--- src/decimating_trace_ring_buffer_top_defines.svh ---
// Assertion macros for the trace ring buffer.
`ifndef DECIMATING_TRACE_RING_BUFFER_TOP_DEFINES_SVH
`define DECIMATING_TRACE_RING_BUFFER_TOP_DEFINES_SVH

// Antecedent holds in a cycle -> consequent holds in the same cycle.
`define DTRB_ASSERT_SAME(label, clk, rst, ante, cons) \
   label: assert property (@(posedge clk) disable iff (rst) (ante) |-> (cons)) \
      else $error("dtrb same-cycle check failed");

// Antecedent holds in a cycle -> consequent holds in the next cycle.
`define DTRB_ASSERT_NEXT(label, clk, rst, ante, cons) \
   label: assert property (@(posedge clk) disable iff (rst) (ante) |=> (cons)) \
      else $error("dtrb next-cycle check failed");

`endif

--- src/dtrb_pkg.sv ---
package dtrb_pkg;

   localparam int STORE_DEPTH_DEF = 1024;
   localparam int CHANNELS_DEF    = 4;
   localparam int WORD_BITS_DEF   = 32;

   localparam int FIELD_BITS    = 32;
   localparam int POS_BITS      = 10;
   localparam int HELD_BITS     = 11;
   localparam int INTERVAL_BITS = 8;
   localparam int CSR_IDX_BITS  = 1;

   localparam logic [INTERVAL_BITS-1:0] INTERVAL_RESET = 8'd2;
   localparam logic [FIELD_BITS-1:0]    MARKER_RESET   = 32'd0;

   localparam logic [CSR_IDX_BITS-1:0] CSR_SAMPLE_INTERVAL  = 1'd0;
   localparam logic [CSR_IDX_BITS-1:0] CSR_STOP_MARKER_WORD = 1'd1;

   typedef enum logic [1:0] {
      FUNC_SAMPLE = 2'd0,
      FUNC_STOP   = 2'd1,
      FUNC_READ   = 2'd2,
      FUNC_CLEAR  = 2'd3
   } func_type;

   typedef enum logic [0:0] {
      ST_IDLE  = 1'b0,
      ST_FETCH = 1'b1
   } ctrl_state_type;

   typedef struct packed {
      func_type              func;
      logic [FIELD_BITS-1:0] chan0_word;
      logic [FIELD_BITS-1:0] chan1_word;
      logic [FIELD_BITS-1:0] chan2_word;
      logic [FIELD_BITS-1:0] chan3_word;
      logic [POS_BITS-1:0]   read_position;
   } req_type;

   typedef struct packed {
      logic [FIELD_BITS-1:0] out_chan0;
      logic [FIELD_BITS-1:0] out_chan1;
      logic [FIELD_BITS-1:0] out_chan2;
      logic [FIELD_BITS-1:0] out_chan3;
      logic                  entry_valid;
      logic [HELD_BITS-1:0]  entries_held;
      logic                  has_wrapped;
   } rsp_type;

   typedef struct packed {
      logic sample;
      logic stop;
      logic read;
      logic clear;
      logic load;
   } cmd_type;

endpackage

--- src/dtrb_ctrl.sv ---
module dtrb_ctrl (
   input  logic                clock,
   input  logic                reset,
   input  logic                req_valid,
   input  dtrb_pkg::func_type  req_func,
   output logic                req_stall,
   output logic                rsp_valid,
   input  logic                rsp_stall,
   output dtrb_pkg::cmd_type   cmd
);

   dtrb_pkg::ctrl_state_type state_ff, state_in;
   logic rsp_valid_ff, rsp_valid_in;
   logic accept;

   always_ff @(posedge clock) begin
      if (reset) begin
         state_ff     <= dtrb_pkg::ST_IDLE;
         rsp_valid_ff <= 1'b0;
      end else begin
         state_ff     <= state_in;
         rsp_valid_ff <= rsp_valid_in;
      end
   end

   // next state
   always_comb begin
      state_in = state_ff;
      case (state_ff)
         dtrb_pkg::ST_IDLE: begin
            if (req_valid && req_func == dtrb_pkg::FUNC_READ) begin
               state_in = dtrb_pkg::ST_FETCH;
            end
         end
         dtrb_pkg::ST_FETCH: begin
            if (!rsp_valid_ff || !rsp_stall) begin
               state_in = dtrb_pkg::ST_IDLE;
            end
         end
         default: state_in = dtrb_pkg::ST_IDLE;
      endcase
   end

   // outputs
   always_comb begin
      req_stall  = 1'b0;
      accept     = 1'b0;
      cmd        = '0;
      case (state_ff)
         dtrb_pkg::ST_IDLE: begin
            accept     = req_valid;
            cmd.sample = accept && req_func == dtrb_pkg::FUNC_SAMPLE;
            cmd.stop   = accept && req_func == dtrb_pkg::FUNC_STOP;
            cmd.read   = accept && req_func == dtrb_pkg::FUNC_READ;
            cmd.clear  = accept && req_func == dtrb_pkg::FUNC_CLEAR;
         end
         dtrb_pkg::ST_FETCH: begin
            req_stall = 1'b1;
            cmd.load  = !rsp_valid_ff || !rsp_stall;
         end
         default: req_stall = 1'b1;
      endcase
   end

   always_comb begin
      rsp_valid_in = rsp_valid_ff;
      if (cmd.load) begin
         rsp_valid_in = 1'b1;
      end else if (!rsp_stall) begin
         rsp_valid_in = 1'b0;
      end
   end

   assign rsp_valid = rsp_valid_ff;

endmodule

--- config.mk ---
export PLATFORM = sky130hd
export DESIGN_NAME = dtrb_ctrl
export DESIGN_NICKNAME = d
export VERILOG_FILES = /design/src/decimating_trace_ring_buffer_top_defines.svh /design/src/dtrb_pkg.sv /design/src/dtrb_ctrl.sv
export SDC_FILE = /design/constraint.sdc
export NUM_CORES = 1
export LEC_CHECK = 0
export ABC_AREA = 1
export ABC_CLOCK_PERIOD_IN_PS = 800
export BUFFER_PORTS_ARGS = -buffer_cell sky130_fd_sc_hd__buf_2
export CELL_PAD_IN_SITES_DETAIL_PLACEMENT = 1
export CELL_PAD_IN_SITES_GLOBAL_PLACEMENT = 2
export CORE_AREA = 8 8 45 47
export CTS_CLUSTER_DIAMETER = 80
export DETAILED_ROUTE_END_ITERATION = 10
export DIE_AREA = 0 0 53 55
export GPL_TIMING_DRIVEN = 0
export PLACE_DENSITY = 0.64
export SYNTH_ARGS = -nofsm -noshare
export SYNTH_HDL_FRONTEND = slang
export SYNTH_SLANG_ARGS = --single-unit
--- constraint.sdc ---
create_clock -name clock -period 0.8 [get_ports clock]
set_clock_uncertainty 0.05 [all_clocks]
set_input_delay 0.08 -clock clock [delete_from_list [all_inputs] [get_ports clock]]
set_output_delay 0.08 -clock clock [all_outputs]
set_load 0.02 [all_outputs]
* Yosys cells after proc, flatten, opt, wreduce, memory -nomap -nowiden *
Cells that the tools add are included.

storage, ports and cells
  bits in registers = 2
  bits of input ports = 6
  output and inout port bits = 7
  logic and storage cells = 23

cells by class
  equal/unequal tests = 4
  multiplexer cells = 8
  bitwise operators = 1
  reductions and logical operators = 8

operators by type and width
  operator            number
  $mux 1              6
  $eq 2x2->1 const B  2
  $logic_and 1x1->1   4
  $mux 4              1
  $eq 2x1->1 const B  1
  $logic_not 1->1     2
  $logic_not 2->1     1
  $ne 2x1->1 const B  1
  $pmux 1 s2          1
  $logic_or 1x1->1    1
  $not 1->1           1

* Logic depth before layout (Yosys ltp) *
  depth after elaboration = 4
  mapped depth = 4
  mapped depth without buffers = 4

* Least setup slack after synthesis *
OpenSTA, ideal clock, no wires.

  kind = register to output
  from = reg state_ff
  to = out cmd[1] (netlist name)
  arrival time = 0.930 ns
  data required time = 0.670 ns
  slack = -0.260 ns
  stages on the path, launching flop included = 2
  path buffers = 0
  path through = dfxtp_1 nor3_1

RTL lines
  element                 line             source
  from (decl)             dtrb_ctrl.sv:12  dtrb_pkg::ctrl_state_type state_ff, state_in;
  from (signal assigned)  dtrb_ctrl.sv:18  state_ff <= dtrb_pkg::ST_IDLE;
  from (signal assigned)  dtrb_ctrl.sv:21  state_ff <= state_in;
  to (decl)               dtrb_ctrl.sv:9   output dtrb_pkg::cmd_type cmd

==> impl_metrics.tcl <==
set metrics [dict create \
    die_h_um 55 \
    rr_startpoint "state_ff" \
    power_density_mw_per_mm2 1362 \
    via_count 195 \
    clk_transition_reported_paths_ns 0.03 \
    seq_area_frac_synth_pct 32.00 \
    syn_inst 20 \
    overflow 0 \
    postLayoutSetupSlackWorst_ns -0.2631 \
    area_growth_pct 162.0 \
    totalWireLength_um 510 \
    clk_path_buf_depth 2 \
    grt_pass1_wl_um 738 \
    rr_worst_depth 5 \
    place_area_um2 225.2 \
    ir_drop_uv 357.7 \
    wl_per_cell_um 9.107 \
    power.total_mw 0.4465 \
    min_from "rsp_stall" \
    switchingPower_mw 0.1092 \
    seqCellArea_um2 45.04 \
    yosysUniqueCellTypes 10 \
    port_buffers 12 \
    rsz0062_at_grt "yes" \
    grt_pass1_vias 207 \
    cp_num_cells 3 \
    gp_congestion 0.5926 \
    period_share_pct 132.9 \
    antenna_cells 0 \
    io_pins 13 \
    hp-class "in -> reg" \
    drc 0 \
    ys.flop_type "dfxtp_1" \
    cts_buffers 3 \
    slew_headroom_pct 90.60 \
    fmax_mhz 940.6 \
    synth_nets 26 \
    start_util_pct 9.042 \
    syn_avg_cell_area_um2 6.256 \
    drive_gt1_share_pct 77.50 \
    synth_area_leaders "dfxtp_1 (32%), inv_1 (15%), nand2_1 (12%), nor3_1 (8.0%), a21oi_2 (7.0%)" \
    cp_max_fo 6 \
    synth_top_area_share_pct 32.00 \
    h-tree-depth 1 \
    status "finished with violations" \
    period_needed_ns 1.063 \
    die_x_um 53 \
    post-synth-top-count-cell "inv_1" \
    num_rows 14 \
    antenna_found_initial 0 \
    path_cells "inv_2 > and3_4 > buf_6" \
    end_kind "primary output" \
    ys_top_cells_by_count "inv_1 (5), nand2_1 (4), dfxtp_1 (2), nor2_1 (2), nor3_1 (2)" \
    fp.dieArea_mm2 0.002915 \
    path_delay_family "flip-flops" \
    drtPass1Iterations 1 \
    clock_sinks 2 \
    max_stage_delay_ns 0.36 \
    nets 47 \
    startpoint_type "flip-flop" \
    synthArstFlopShare_pct 0 \
    hpwl_um 406.7 \
    min_delay_path_depth 3 \
    seqPwrFrac_pct 23.5 \
    p_leak_nw 0.1702 \
    critical-path-slowest-cell "dfxtp_4" \
    critPathCapture "cmd[4]" \
    viasPerCell 3.482 \
    cp_data_arrival_time_ns 0.93 \
    yosys_warnings 0 \
    cts_root_buffer "clkbuf_4" \
    crit_start "state_ff" \
    place_worst_setup_slack_ns -0.1234 \
    syn_area_um2 125.1 \
    worst-path-buf-inv 2 \
    clk_latency_ns 0.23 \
    combPwrFrac_pct 22.1 \
    nFillCells 168 \
    track_usage_pct 3.710 \
    setup_viol 8 \
    r2r_slack_ns -0.21 \
    criticalPathCategory "reg -> out" \
    fin_area_um2 327.8 \
    grt_max_degree 7 \
    p_clk_share_pct 54.4 \
    multi_input_area_um2 81.33 \
    slew_viol_final 0 \
    regToRegEndpoint "state_ff" \
    violations "negative setup slack" \
    yosysTopAreaCell "dfxtp_1" \
    synth_edf_count 0 \
    swShare_pct 24.46 \
    core_mm2 0.001384 \
    p_int_mw 0.3373 \
    worst_pin_slew_ns 0.1405 \
    hold_viol 0 \
    maxCapViolCount 0 \
    cts_tree "done" \
    critical_path_required_ns 0.67 \
    drtIter0Drc 0 \
    route.antenna.remaining_nets 0 \
    synth-seq-cells 2 \
]
power groups by stage:
stage | clock network [mW] | registers (mW) | logic (mW)
floorplan | 0 | 0.108 | 0.0369
global placement | 0 | 0.105 | 0.0706
detailed placement | 0 | 0.105 | 0.0711
CTS | 0.257 | 0.105 | 0.0969
global route | 0.274 | 0.105 | 0.106
finish | 0.243 | 0.105 | 0.0986
tightest hold or removal path, cell delays in order:
cell	delay [ns]
buf_2	0.10
nand2_2	0.06
a21oi_1	0.05
metrics by stage:
step	util, %	TNS, ns	instances	hold slack (ns)
final	23.69	-1.544	56	0.07543
after CTS	23.33	-1.632	56	0.06658
after global placement	16.27	-0.3292	48	0.2027
after floorplan	-	-0.1110	20	0.08327
after detailed placement	16.27	-0.3554	48	0.2048
after global routing	23.69	-1.990	56	0.08901
layout make-up:
class,count,area share (%)
Sequential cell,2,13.74
Inverter,5,5.725
Multi-Input combinational cell,12,24.81
Tap cell,16,6.107
Clock buffer,4,8.015
Timing Repair Buffer,17,41.60
worst min path at each step:
| stage | end |
|---|---|
| global placement | state_ff |
| floorplan | state_ff |
| detailed placement | state_ff |
| CTS | rsp_valid |
| finish | rsp_valid |
| global route | rsp_valid |
flip-flops by register name, indices dropped and copies added (netlist names):
register   flops
state_ff       1
rsp_valid      1
cell families (layout without fill, tap and decap cells):
| logic type | Yosys count | count (layout) | share of synthesized area [%] |
|---|---|---|---|
| compound gates | 2 | 2 | 11.00 |
| buf+inv | 6 | 26 | 21.00 |
| flops | 2 | 2 | 32.00 |
| simple gates | 10 | 10 | 36.01 |
cell usage in the layout, fill, tap and decap left out:
cell type,count
buf_2,5
buf_6,5
inv_1,3
nor3_2,2
nand2_2,2
clkbuf_1,1
nor2_1,1
buf_4,6
nand2_1,2
clkbuf_4,3
inv_2,2
a21oi_1,1
dfxtp_2,1
dlygate4sd3_1,1
and3_4,1
dfxtp_4,1
nor2_2,2
a21oi_2,1
what timing repair did:
action,in CTS,in global routing
endpoints found under the setup margin,7,9
endpoints found under the hold margin,2,0
resized for setup,14,2
hold buffers,1,0
pin swaps,3,0
gates cloned,0,0
buffers inserted,4,0
routing by layer:
| metal | share of wire [%] | vias up | global-route usage (%) |
|---|---|---|---|
| met4 | 0 | 0 | 5.172 |
| met1 | 31 | 91 | 2.118 |
| met3 | 13 | 0 | 2.406 |
| met2 | 56 | 6 | 6.445 |
| li1 | - | 98 | - |
| met5 | 0 | - | 0 |
Power figures use the tool's default switching activity.
